File: src/eri_pkg.sv
package eri_pkg;

   localparam int MEM_WORDS = 65536;
   localparam int MEM_AW    = $clog2(MEM_WORDS);
   localparam int REG_COUNT = 8;
   localparam int RF_AW     = $clog2(REG_COUNT);
   localparam int XLEN      = 32;
   localparam int PC_W      = 16;
   localparam int LEN_W     = PC_W + 1;

   localparam int OP_LSB  = 22;
   localparam int RA_LSB  = 19;
   localparam int RB_LSB  = 16;
   localparam int RD_LSB  = 0;
   localparam int OFF_LSB = 0;

   typedef enum logic [1:0] {
      CMD_LOAD,
      CMD_STEP,
      CMD_READ_REG,
      CMD_READ_MEM
   } cmd_type;

   typedef enum logic [1:0] {
      STAT_RUN,
      STAT_HALT,
      STAT_PAST_END
   } status_type;

   typedef enum logic [2:0] {
      OP_ADD,
      OP_NOR,
      OP_LW,
      OP_SW,
      OP_BEQ,
      OP_JALR,
      OP_HALT,
      OP_NOOP
   } opcode_type;

   typedef enum logic [2:0] {
      ST_IDLE,
      ST_FETCH,
      ST_EXEC,
      ST_LWDATA,
      ST_DONE
   } state_type;

   typedef struct packed {
      cmd_type            command;
      logic [15:0]        address;
      logic signed [31:0] data;
      logic [2:0]         reg_index;
   } req_word_type;

   typedef struct packed {
      logic [15:0]        pc_value;
      status_type         status;
      logic signed [31:0] read_data;
   } rsp_word_type;

   typedef struct packed {
      logic              a_en;
      logic [RF_AW-1:0]  a_addr;
      logic              b_en;
      logic [RF_AW-1:0]  b_addr;
      logic              wr_en;
      logic [RF_AW-1:0]  wr_addr;
      logic [XLEN-1:0]   wr_data;
   } rf_ctl_type;

endpackage

File: src/eri_regfile.sv
module eri_regfile (
   input  logic                 clock,
   input  logic                 reset,
   input  eri_pkg::rf_ctl_type  rf_ctl,
   output logic [eri_pkg::XLEN-1:0] a_data,
   output logic [eri_pkg::XLEN-1:0] b_data
);
   import eri_pkg::*;

   logic [XLEN-1:0]      rf_mem [REG_COUNT];
   logic [REG_COUNT-1:0] valid_ff;
   logic [REG_COUNT-1:0] valid_in;
   logic [XLEN-1:0]      a_raw_ff;
   logic [XLEN-1:0]      b_raw_ff;
   logic                 a_valid_ff;
   logic                 b_valid_ff;

   // Registers read as zero until their first write.
   always_comb begin
      valid_in = valid_ff;
      if (rf_ctl.wr_en) begin
         valid_in[rf_ctl.wr_addr] = 1'b1;
      end
   end

   always_ff @(posedge clock) begin
      if (reset) begin
         valid_ff <= '0;
      end else begin
         valid_ff <= valid_in;
      end
   end

   always_ff @(posedge clock) begin
      if (rf_ctl.wr_en) begin
         rf_mem[rf_ctl.wr_addr] <= rf_ctl.wr_data;
      end
      if (rf_ctl.a_en) begin
         a_raw_ff   <= rf_mem[rf_ctl.a_addr];
         a_valid_ff <= valid_ff[rf_ctl.a_addr];
      end
      if (rf_ctl.b_en) begin
         b_raw_ff   <= rf_mem[rf_ctl.b_addr];
         b_valid_ff <= valid_ff[rf_ctl.b_addr];
      end
   end

   assign a_data = a_valid_ff ? a_raw_ff : '0;
   assign b_data = b_valid_ff ? b_raw_ff : '0;

endmodule

File: config.mk
export PLATFORM = sky130hd
export DESIGN_NAME = eri_regfile
export DESIGN_NICKNAME = d
export VERILOG_FILES = /design/src/eri_pkg.sv /design/src/eri_regfile.sv
export SDC_FILE = /design/constraint.sdc
export NUM_CORES = 1
export LEC_CHECK = 0
export BUFFER_PORTS_ARGS = -buffer_cell sky130_fd_sc_hd__buf_2
export CAP_MARGIN = 20
export CORE_MARGIN = 3
export CORE_UTILIZATION = 50
export DETAILED_ROUTE_END_ITERATION = 10
export PLACE_DENSITY_LB_ADDON = 0.08
export SETUP_SLACK_MARGIN = 0.05
export SLEW_MARGIN = 25
export SYNTH_ARGS = -nofsm -noshare
export SYNTH_HDL_FRONTEND = slang
export SYNTH_SLANG_ARGS = --single-unit
File: constraint.sdc
create_clock -name clock -period 2.8 [get_ports clock]
set_clock_uncertainty 0.15 [all_clocks]
set_input_delay 0.42 -clock clock [delete_from_list [all_inputs] [get_ports clock]]
set_output_delay 0.42 -clock clock [all_outputs]
set_load 0.1 [all_outputs]
==> flow_results.xml, run 1 <==
<?xml version="1.0" encoding="UTF-8"?>
<metrics>
  <group name="setup_path">
    <metric name="cp_max_fanout" unit="">32</metric>
    <metric name="critical_path.top_delay_family" unit="">buffers and inverters</metric>
    <metric name="critPathMaxStageDelay" unit="ns">0.44</metric>
    <metric name="worstPathArrival" unit="ns">1.93</metric>
    <metric name="timing.critical_path.required" unit="ns">2.23</metric>
    <metric name="cp-end-kind" unit="">primary output</metric>
    <metric name="start_kind" unit="">flop</metric>
    <metric name="slowest_stage" unit="">sky130_fd_sc_hd__buf_2</metric>
    <metric name="cp_cell_sequence" unit="">buf_4, and2_1, buf_2</metric>
    <metric name="cp_num_buf_inv" unit="">2</metric>
    <metric name="criticalPathCategory" unit="">reg2out</metric>
  </group>
  <group name="sta">
    <metric name="worst-slew-pin-transition" unit="ns">0.657</metric>
    <metric name="min_period" unit="ns">2.50</metric>
    <metric name="report.final.hold_viol_count" unit="">0</metric>
    <metric name="finalSetupViolCount" unit="">0</metric>
    <metric name="rsz0062_at_grt" unit="">no</metric>
    <metric name="final_max_slew_viol_count" unit="">0</metric>
    <metric name="post-route-period-util" unit="%">89.1</metric>
    <metric name="maxClockFrequency" unit="MHz">401</metric>
    <metric name="timing.max_slew.rel_slack" unit="%">56.2</metric>
    <metric name="worst_slack" unit="ns">0.304</metric>
    <metric name="hold_slack" unit="ns">0.0232</metric>
    <metric name="final.setup.tns" unit="ns">0</metric>
  </group>
  <group name="layout">
    <metric name="seq_area" unit="µm²">9830</metric>
    <metric name="multiInputGateArea" unit="µm²">4310</metric>
    <metric name="antenna-diode-count" unit="">0</metric>
    <metric name="finish.net_count" unit="">843</metric>
    <metric name="nFillCells" unit="">2047</metric>
    <metric name="area.growth.synth_to_final" unit="%">19.0</metric>
    <metric name="design_area" unit="µm²">17200</metric>
    <metric name="fraction_of_layout_cells_with_a_size_suffix_above_1" unit="%">45.7</metric>
  </group>
  <group name="routing">
    <metric name="drcViolationCount" unit="">0</metric>
    <metric name="drt_first_pass_iters" unit="">5</metric>
    <metric name="detail_route.vias_per_cell" unit="">6.08</metric>
    <metric name="route.vias.total" unit="">7282</metric>
    <metric name="avgRoutedWirePerCell" unit="µm">27.0</metric>
    <metric name="detailedRoute.firstIterationViolations" unit="">661</metric>
    <metric name="route.antenna.remaining_nets" unit="">0</metric>
    <metric name="drt-total-wl" unit="µm">32400</metric>
  </group>
  <group name="logic_synthesis">
    <metric name="synthesized_instance_count" unit="">668</metric>
    <metric name="postSynth.topFlopCell" unit="">sky130_fd_sc_hd__edfxtp_1</metric>
    <metric name="synth.top_cell.area_share" unit="%">66.9</metric>
    <metric name="synth_top_cells_by_area" unit="">sky130_fd_sc_hd__edfxtp_1 (67%), sky130_fd_sc_hd__mux4_2 (18%), sky130_fd_sc_hd__mux2_2 (5.1%)</metric>
    <metric name="synth_nets" unit="">714</metric>
    <metric name="synth.lib_cells_used.distinct" unit="">19</metric>
    <metric name="ys_seq_area_share" unit="%">68.1</metric>
    <metric name="postSynthAreaPerCell" unit="µm²">21.6</metric>
    <metric name="synthesis.yosys.warnings" unit="">0</metric>
    <metric name="yosys_register_bits" unit="">330</metric>
    <metric name="synth_enable_flop_cells" unit="">322</metric>
    <metric name="synth.largest_area_cell" unit="">sky130_fd_sc_hd__edfxtp_1</metric>
    <metric name="synthesis.area" unit="µm²">14400</metric>
    <metric name="synth-async-reset-ratio" unit="%">0</metric>
  </group>
  <group name="place">
    <metric name="place_ws" unit="ns">0.520</metric>
    <metric name="portBuffers" unit="">109</metric>
    <metric name="dpl.hpwl" unit="µm">18200</metric>
    <metric name="detailed_place.area" unit="µm²">16100</metric>
    <metric name="place.gp.congestion" unit="">0.780</metric>
  </group>
  <group name="die">
    <metric name="floorplan.die.height" unit="µm">176</metric>
    <metric name="floorplan.initialDensity" unit="%">51.4</metric>
    <metric name="fp.dieW" unit="µm">176</metric>
    <metric name="die-area" unit="µm²">31000</metric>
    <metric name="std_cell_rows" unit="">61</metric>
    <metric name="core_area" unit="µm²">28100</metric>
    <metric name="boundaryPins" unit="">110</metric>
  </group>
  <group name="clock_tree">
    <metric name="postCtsSetupRepairBufs" unit="">0</metric>
    <metric name="cts_made_buffers" unit="">36</metric>
    <metric name="ctsResizeCount" unit="">0</metric>
    <metric name="cts_htree_levels" unit="">2</metric>
    <metric name="worstSkewPairLatency" unit="ns">0.51</metric>
    <metric name="cts.reportedPaths.clkPinSlew" unit="ns">0.06</metric>
    <metric name="clock_sink_count" unit="">330</metric>
    <metric name="cts-root-to-sink-buffers" unit="">3</metric>
    <metric name="clock-root-buffer" unit="">sky130_fd_sc_hd__clkbuf_16</metric>
    <metric name="postCtsHoldBufs" unit="">0</metric>
    <metric name="tritoncts" unit="">done</metric>
  </group>
  <group name="grt">
    <metric name="grt_usage" unit="%">21.5</metric>
    <metric name="globalRouteOverflowTotal" unit="">0</metric>
    <metric name="first_global_vias" unit="">7855</metric>
    <metric name="grt_pass1_wl" unit="µm">49000</metric>
    <metric name="antenna_violations_before_repair" unit="">3</metric>
    <metric name="grt_start_max_net_pins" unit="">51</metric>
  </group>
  <group name="worst_hold_path">
    <metric name="timing.hold.worst.class" unit="">in2reg</metric>
  </group>
  <group name="pwr">
    <metric name="peakVddDrop" unit="µV">400</metric>
    <metric name="power.leakage" unit="µW">0.00583</metric>
    <metric name="power_density" unit="nW/µm²">673</metric>
    <metric name="post-layout-total-power" unit="µW">11600</metric>
  </group>
  <group name="job">
    <metric name="maxCapViolCount" unit="">0</metric>
  </group>
  <group name="outcome">
    <metric name="run_status" unit="">completed</metric>
  </group>
</metrics>
==> layer usage <==
layer	part of all wire (%)	vias to the layer above	GRT usage (%)
li1	-	3084	-
met1	41	3872	29.8
met2	51	270	36.1
met3	6.2	50	3.91
met4	1.7	6	5.18
met5	0.093	-	0
==> placed cells by master (no fill, tap or decap), types with 8 or more instances in the layout <==
master	instances
sky130_fd_sc_hd__dfxtp_1	8
sky130_fd_sc_hd__edfxtp_1	322
sky130_fd_sc_hd__buf_2	76
sky130_fd_sc_hd__and2_1	64
sky130_fd_sc_hd__mux4_2	116
sky130_fd_sc_hd__buf_4	11
sky130_fd_sc_hd__mux4_1	16
sky130_fd_sc_hd__mux2_2	66
sky130_fd_sc_hd__buf_12	47
sky130_fd_sc_hd__clkbuf_16	37
sky130_fd_sc_hd__clkinv_2	9
==> through the flow <==
step,instances,utilization [%]
detailed placement,1137,57.2
floorplan,668,-
CTS,1198,61.2
global placement,1137,57.2
finish,1198,61.2
global route,1198,61.2
==> cell usage after synthesis (7+ instances only) <==
library cell,number
sky130_fd_sc_hd__inv_1,14
sky130_fd_sc_hd__mux4_1,16
sky130_fd_sc_hd__buf_2,12
sky130_fd_sc_hd__mux2_2,66
sky130_fd_sc_hd__a21oi_1,7
sky130_fd_sc_hd__mux4_2,116
sky130_fd_sc_hd__and2_1,64
sky130_fd_sc_hd__dfxtp_1,8
sky130_fd_sc_hd__clkbuf_1,18
sky130_fd_sc_hd__edfxtp_1,322
sky130_fd_sc_hd__buf_6,9
==> logic make-up after synthesis <==
logic type | share of synthesized area [%]
DFF | 68.1
muxes | 26.1
and+or+nand+nor | 3.36
buffers and inverters | 2.13
AOI/OAI and AO/OA | 0.303
==> state kept, by name, indices dropped and copies added (netlist names) <==
name,cells
a_valid_ff,1
a_raw_ff,32
valid_ff,8
b_valid_ff,1
rf_mem,256
b_raw_ff,32
==> where the power goes <==
group	internal [µW]	switching, µW	leakage, µW	total [µW]
registers	5660	74.7	0.00304	5740
clock network	2680	1790	0.000552	4470
logic	529	833	0.00224	1360
total	8880	2690	0.00583	11600
==> final cells by class <==
cell class                      instances  area share (%)
Clock inverter                         17           0.925
Clock buffer                           44            5.54
Sequential cell                       330            57.2
Inverter                               14           0.306
Timing Repair Buffer                  134            8.17
Tap cell                              378            2.75
Multi-Input combinational cell        281            25.1
==> path summary, 6_finish.rpt <==
kind | to | depth (start not counted) | start | slack (ns)
hold / removal | rf_mem[4][29] | 1 | rf_ctl[29] | 0.02
setup / recovery | b_data[0] | 3 | b_valid_ff | 0.30
setup reg to reg | b_raw_ff[24] | 2 | rf_mem[7][24] | 1.19
hold reg to reg | valid_ff[6] | 2 | valid_ff[6] | 0.32
Note: power is estimated with default switching activity, not from simulation.
==> run 2, diff against run 1 <==
- BUFFER_PORTS_ARGS: -buffer_cell sky130_fd_sc_hd__buf_2 -> -buffer_cell sky130_fd_sc_hd__buf_4
==> run 2 against run 1 <==
Effect of this change:
- sequential share of layout area decreased by 0.38 points
- fmax increased by 9.4%
- routed wire length increased by 0.77%
- clock power increased by 1%
- combinational power about the same
- via count increased by 0.22%
- utilization increased by 0.41 points
- flip-flop and latch count unchanged
- cell area increased by 0.66%
==> flow_results.xml, run 2 (synthesis results as in run 1) <==
<?xml version="1.0" encoding="UTF-8"?>
<metrics>
  <group name="outcome">
    <metric name="run_status" unit="">completed</metric>
  </group>
  <group name="layout">
    <metric name="layout.cells.most_common" unit="">sky130_fd_sc_hd__edfxtp_1</metric>
    <metric name="top_register" unit="">rf_mem</metric>
    <metric name="postLayoutCoreUtil" unit="%">61.6</metric>
    <metric name="area.growth.synth_to_final" unit="%">19.8</metric>
    <metric name="fraction_of_layout_cells_with_a_size_suffix_above_1" unit="%">43.8</metric>
    <metric name="finalNonFillerCells" unit="">1237</metric>
    <metric name="largestRegisters" unit="">rf_mem (256), a_raw_ff (32), b_raw_ff (32)</metric>
    <metric name="largest_register_ffs" unit="">256</metric>
    <metric name="nFillCells" unit="">2050</metric>
    <metric name="finish.net_count" unit="">877</metric>
    <metric name="final_cell_mix" unit="">sky130_fd_sc_hd__edfxtp_1 (322), sky130_fd_sc_hd__buf_4 (124), sky130_fd_sc_hd__mux4_2 (116)</metric>
  </group>
  <group name="die">
    <metric name="floorplan.initialDensity" unit="%">51.4</metric>
    <metric name="fp.dieW" unit="µm">176</metric>
    <metric name="std_cell_rows" unit="">61</metric>
    <metric name="core_area" unit="µm²">28100</metric>
    <metric name="boundaryPins" unit="">110</metric>
    <metric name="die-area" unit="µm²">31000</metric>
    <metric name="floorplan.die.height" unit="µm">176</metric>
  </group>
  <group name="place">
    <metric name="dpl.hpwl" unit="µm">18500</metric>
    <metric name="place_inst" unit="">1140</metric>
    <metric name="portBuffers" unit="">109</metric>
    <metric name="place.gp.congestion" unit="">0.746</metric>
  </group>
  <group name="setup_path">
    <metric name="cp_max_fanout" unit="">20</metric>
    <metric name="start_kind" unit="">flop</metric>
    <metric name="worstPathArrival" unit="ns">1.71</metric>
    <metric name="criticalPathCategory" unit="">reg2out</metric>
    <metric name="cp-end-kind" unit="">primary output</metric>
    <metric name="timing.critical_path.required" unit="ns">2.23</metric>
  </group>
  <group name="grt">
    <metric name="globalRouteOverflowTotal" unit="">0</metric>
    <metric name="grt_start_max_net_pins" unit="">34</metric>
    <metric name="antenna_violations_before_repair" unit="">3</metric>
    <metric name="grt_usage" unit="%">21.7</metric>
    <metric name="first_global_vias" unit="">8096</metric>
    <metric name="grt_pass1_wl" unit="µm">49800</metric>
  </group>
  <group name="clock_tree">
    <metric name="cts-root-to-sink-buffers" unit="">3</metric>
    <metric name="cts_htree_levels" unit="">2</metric>
    <metric name="clock-root-buffer" unit="">sky130_fd_sc_hd__clkbuf_16</metric>
    <metric name="clock_sink_count" unit="">330</metric>
    <metric name="cts_made_buffers" unit="">36</metric>
    <metric name="worstSkewPairLatency" unit="ns">0.51</metric>
    <metric name="cts.reportedPaths.clkPinSlew" unit="ns">0.06</metric>
    <metric name="tritoncts" unit="">done</metric>
  </group>
  <group name="pwr">
    <metric name="power.leakage" unit="µW">0.00590</metric>
    <metric name="peakVddDrop" unit="µV">464</metric>
    <metric name="power_density" unit="nW/µm²">672</metric>
  </group>
  <group name="routing">
    <metric name="drt_first_pass_iters" unit="">5</metric>
    <metric name="detail_route.vias_per_cell" unit="">5.90</metric>
    <metric name="drt-total-wl" unit="µm">32700</metric>
    <metric name="detailedRoute.firstIterationViolations" unit="">620</metric>
    <metric name="avgRoutedWirePerCell" unit="µm">26.4</metric>
    <metric name="route.vias.total" unit="">7298</metric>
    <metric name="route.antenna.remaining_nets" unit="">0</metric>
    <metric name="drcViolationCount" unit="">0</metric>
  </group>
  <group name="job">
    <metric name="maxCapViolCount" unit="">0</metric>
  </group>
  <group name="worst_hold_path">
    <metric name="timing.hold.worst.class" unit="">in2reg</metric>
  </group>
  <group name="sta">
    <metric name="final_max_slew_viol_count" unit="">0</metric>
    <metric name="maxClockFrequency" unit="MHz">439</metric>
    <metric name="post-route-period-util" unit="%">81.4</metric>
    <metric name="report.final.hold_viol_count" unit="">0</metric>
    <metric name="timing.max_slew.rel_slack" unit="%">52.8</metric>
    <metric name="rsz0062_at_grt" unit="">no</metric>
    <metric name="final.setup.tns" unit="ns">0</metric>
    <metric name="min_period" unit="ns">2.28</metric>
    <metric name="worst-slew-pin-transition" unit="ns">0.707</metric>
    <metric name="finalSetupViolCount" unit="">0</metric>
  </group>
</metrics>
-- run 2: changes by cell type in the layout (fill, tap and decap cells not counted), moves of 3 or more --
cell,before,now
sky130_fd_sc_hd__clkinv_1,4,7
sky130_fd_sc_hd__buf_2,76,0
sky130_fd_sc_hd__buf_4,11,124
sky130_fd_sc_hd__buf_12,47,13
sky130_fd_sc_hd__clkinv_2,9,5
sky130_fd_sc_hd__clkbuf_1,7,10
sky130_fd_sc_hd__dlygate4sd3_1,0,31
-- run 2: worst paths after layout --
| check | end | startpoint | cells past startpoint | slack, ns |
|---|---|---|---|---|
| worst max register to register | a_raw_ff[31] | rf_mem[1][31] | 2 | 1.20 |
| worst min register to register | valid_ff[5] | valid_ff[5] | 2 | 0.31 |
| worst max-delay path | a_data[19] | a_valid_ff | 3 | 0.52 |
| worst min-delay path | rf_mem[5][17] | rf_ctl[17] | 1 | 0.01 |
-- run 2: what timing repair did --
item                       4_1_cts  5_1_grt
setup buffers                    0        0
hold buffers                    31        0
hold endpoints to repair       234        0
setup endpoints to repair        0        0
resized for setup                0        0
-- run 2: cell type report --
class / count / area [µm²] / area share, %
multi-input combinational: 281 / 4310 / 24.9
antenna: 2 / 5.00 / 0.0289
clock inverter: 17 / 159 / 0.919
clock buffer: 47 / 963 / 5.57
tap: 378 / 473 / 2.73
sequential: 330 / 9830 / 56.8
inverter: 14 / 52.6 / 0.304
timing repair buffer: 168 / 1500 / 8.68
-- run 2: power breakdown --
| part | total [µW] | switching [µW] | internal, µW |
|---|---|---|---|
| Combinational | 1350 | 827 | 524 |
| Sequential | 5740 | 73.8 | 5660 |
| Clock | 4530 | 1830 | 2700 |
-- run 2: routing by layer --
metal / wire length, µm / track usage (%) / vias up
met5: 0 / 0 / -
met4: 533 / 4.88 / 0
met3: 1770 / 3.51 / 41
met2: 17100 / 37.9 / 244
met1: 13300 / 29.3 / 3856
li1: - / - / 3157
-- run 2: worst max-delay path, stage by stage, from the launching register on --
cell	delay, ns
sky130_fd_sc_hd__edfxtp_1	0.35
sky130_fd_sc_hd__buf_4	0.31
sky130_fd_sc_hd__and2_1	0.23
sky130_fd_sc_hd__buf_4	0.31
-- run 2: through the flow --
stage | cell area (µm²) | hold slack (ns) | worst slack, ns | power [µW]
after floorplan | 14400 | 0.281 | 0.399 | 6750
after global placement | 15900 | 0.306 | 0.447 | 7130
after detailed placement | 15900 | 0.307 | 0.446 | 7170
after CTS | 17300 | 0.000408 | 0.485 | 11700
after global routing | 17300 | 0.00452 | 0.436 | 12000
final | 17300 | 0.0108 | 0.520 | 11600
==> run 3, diff against run 2 <==
- clock period: 2.8 -> 2.3 ns (I/O delays scaled with it)
==> run 3 against run 2 <==
Effect of this change:
- sequential share of layout area shrank 0.71 points
- via count grew 2.1%
- setup slack lost 0.41 ns
- cell count up 0.24%
- highest routed layer unchanged
- combinational power increased by 24%
- critical path type unchanged
- largest cell class unchanged
==> flow_results.xml, run 3 (synthesis results as in run 1) <==
<?xml version="1.0" encoding="UTF-8"?>
<metrics>
  <group name="outcome">
    <metric name="run_status" unit="">completed</metric>
  </group>
  <group name="setup_path">
    <metric name="slowest_stage" unit="">sky130_fd_sc_hd__edfxtp_1</metric>
    <metric name="timing.reg2reg.setup_slack" unit="ns">0.72</metric>
    <metric name="timing.critical_path.required" unit="ns">1.80</metric>
    <metric name="critPathMaxStageDelay" unit="ns">0.34</metric>
    <metric name="criticalPathCategory" unit="">reg2out</metric>
    <metric name="path_common_cell" unit="">sky130_fd_sc_hd__buf_4</metric>
    <metric name="worstPathArrival" unit="ns">1.70</metric>
    <metric name="cp_max_fanout" unit="">15</metric>
    <metric name="start_kind" unit="">flop</metric>
    <metric name="cp-end-kind" unit="">primary output</metric>
    <metric name="cp_cell_sequence" unit="">buf_4, and2_1, buf_4</metric>
  </group>
  <group name="layout">
    <metric name="design_area" unit="µm²">17500</metric>
    <metric name="top_register" unit="">rf_mem</metric>
    <metric name="area.growth.synth_to_final" unit="%">21.3</metric>
    <metric name="largest_register_ffs" unit="">256</metric>
    <metric name="finish.net_count" unit="">884</metric>
    <metric name="final_cell_mix" unit="">sky130_fd_sc_hd__edfxtp_1 (322), sky130_fd_sc_hd__buf_4 (120), sky130_fd_sc_hd__mux4_2 (116)</metric>
    <metric name="layout.cells.most_common" unit="">sky130_fd_sc_hd__edfxtp_1</metric>
    <metric name="fraction_of_layout_cells_with_a_size_suffix_above_1" unit="%">44.1</metric>
    <metric name="largestRegisters" unit="">rf_mem (256), a_raw_ff (32), b_raw_ff (32)</metric>
  </group>
  <group name="die">
    <metric name="boundaryPins" unit="">110</metric>
    <metric name="floorplan.initialDensity" unit="%">51.4</metric>
    <metric name="fp.dieW" unit="µm">176</metric>
    <metric name="std_cell_rows" unit="">61</metric>
    <metric name="core_area" unit="µm²">28100</metric>
    <metric name="die-area" unit="µm²">31000</metric>
    <metric name="floorplan.die.height" unit="µm">176</metric>
  </group>
  <group name="clock_tree">
    <metric name="cts.reportedPaths.clkPinSlew" unit="ns">0.06</metric>
    <metric name="tritoncts" unit="">done</metric>
    <metric name="cts_made_buffers" unit="">37</metric>
    <metric name="worstSkewPairLatency" unit="ns">0.50</metric>
    <metric name="cts-root-to-sink-buffers" unit="">3</metric>
    <metric name="cts_htree_levels" unit="">2</metric>
    <metric name="clock_sink_count" unit="">330</metric>
    <metric name="ctsResizeCount" unit="">0</metric>
    <metric name="clock-root-buffer" unit="">sky130_fd_sc_hd__clkbuf_16</metric>
  </group>
  <group name="place">
    <metric name="place.gp.congestion" unit="">0.729</metric>
    <metric name="dpl.hpwl" unit="µm">19100</metric>
    <metric name="portBuffers" unit="">109</metric>
    <metric name="detailed_place.area" unit="µm²">16000</metric>
  </group>
  <group name="pwr">
    <metric name="share_seq_of_total_power" unit="%">48.3</metric>
    <metric name="clkPwrFrac" unit="%">40.2</metric>
    <metric name="internal_portion_of_total_power" unit="µW">11200</metric>
    <metric name="logic_gate_share_of_total_power" unit="%">11.5</metric>
    <metric name="p_sw_share" unit="%">22.9</metric>
    <metric name="netSwitchingPower" unit="µW">3310</metric>
    <metric name="power.leakage" unit="µW">0.00599</metric>
    <metric name="power_density" unit="nW/µm²">826</metric>
    <metric name="peakVddDrop" unit="µV">675</metric>
  </group>
  <group name="routing">
    <metric name="drt-total-wl" unit="µm">32700</metric>
    <metric name="route.antenna.remaining_nets" unit="">0</metric>
    <metric name="detailedRoute.firstIterationViolations" unit="">542</metric>
    <metric name="drcViolationCount" unit="">0</metric>
    <metric name="detail_route.vias_per_cell" unit="">6.01</metric>
    <metric name="avgRoutedWirePerCell" unit="µm">26.4</metric>
    <metric name="route.vias.total" unit="">7452</metric>
    <metric name="drt_first_pass_iters" unit="">5</metric>
  </group>
  <group name="grt">
    <metric name="grt_start_max_net_pins" unit="">38</metric>
    <metric name="globalRouteOverflowTotal" unit="">0</metric>
    <metric name="grt_usage" unit="%">21.7</metric>
    <metric name="antenna_violations_before_repair" unit="">2</metric>
    <metric name="first_global_vias" unit="">8028</metric>
    <metric name="grt_pass1_wl" unit="µm">49600</metric>
  </group>
  <group name="sta">
    <metric name="finalSetupViolCount" unit="">0</metric>
    <metric name="post-route-period-util" unit="%">95.3</metric>
    <metric name="maxClockFrequency" unit="MHz">456</metric>
    <metric name="final.setup.tns" unit="ns">0</metric>
    <metric name="min_period" unit="ns">2.19</metric>
    <metric name="rsz0062_at_grt" unit="">no</metric>
    <metric name="final_max_slew_viol_count" unit="">0</metric>
    <metric name="timing.max_slew.rel_slack" unit="%">54.9</metric>
    <metric name="report.final.hold_viol_count" unit="">0</metric>
    <metric name="worst-slew-pin-transition" unit="ns">0.677</metric>
  </group>
  <group name="job">
    <metric name="maxCapViolCount" unit="">0</metric>
  </group>
  <group name="worst_hold_path">
    <metric name="timing.hold.worst.class" unit="">in2reg</metric>
  </group>
</metrics>
-- run 3: cell count changes in the layout (fill, tap and decap cells not counted), sizes merged --
cell	previous run	this run
buf	137	141
bufinv	3	6
clkbuf	47	43
clkinv	12	13
diode	2	1
dlygate4sd3	31	33
inv	16	14
-- run 3: layout make-up --
| type | count | area [µm²] |
|---|---|---|
| tap | 378 | 473 |
| timing repair buffer | 174 | 1650 |
| multi-input combinational | 281 | 4310 |
| antenna | 1 | 2.50 |
| clock buffer | 43 | 948 |
| clock inverter | 19 | 246 |
| inverter | 14 | 52.6 |
| sequential | 330 | 9830 |
| fill | 2019 | 10600 |
-- run 3: layer usage --
layer,GRT usage [%],share of wire (%),routed length (µm)
met3,3.63,5.5,1800
met4,4.85,1.7,557
met2,36.7,52,16900
met5,0,0,0
met1,30.2,41,13500
-- run 3: through the flow --
step	std cells	hold WS (ns)	util, %	setup WS (ns)	total power, µW
final	1240	0.0425	62.4	0.109	14500
after global routing	1240	0.0624	62.4	0.0481	15000
after CTS	1239	0.0254	62.4	0.0849	14600
after detailed placement	1144	0.307	56.9	0.191	8740
after global placement	1144	0.291	56.9	0.217	8700
after floorplan	668	0.281	-	0.0791	8210
-- run 3: path summary, 6_finish.rpt --
kind	endpoint	start	depth (start not counted)
max	b_data[3]	b_valid_ff	3
min reg2reg	valid_ff[6]	valid_ff[6]	2
max reg2reg	b_raw_ff[28]	rf_mem[1][28]	2
min	valid_ff[7]	rf_ctl[35]	3
-- run 3: what timing repair did --
item | CTS | global route
hold buffers | 33 | 0
setup buffers | 0 | 0
endpoints found under the hold margin | 264 | 0
-- run 3: critical path: cells and delay by family (launching register included) --
kind / cells / cell delay (ns)
buffers and inverters: 2 / 0.58
flip-flops: 1 / 0.34
AND/OR/NAND/NOR: 1 / 0.27
-- run 3: power by group through the flow --
stage | registers (µW) | clock network (µW) | logic (µW)
2_1_floorplan | 7070 | 0 | 1140
3_3_place_gp | 7090 | 0 | 1620
3_5_place_dp | 7110 | 0 | 1640
4_1_cts | 6990 | 5930 | 1690
5_1_grt | 7010 | 6200 | 1760
6_report | 6990 | 5820 | 1670
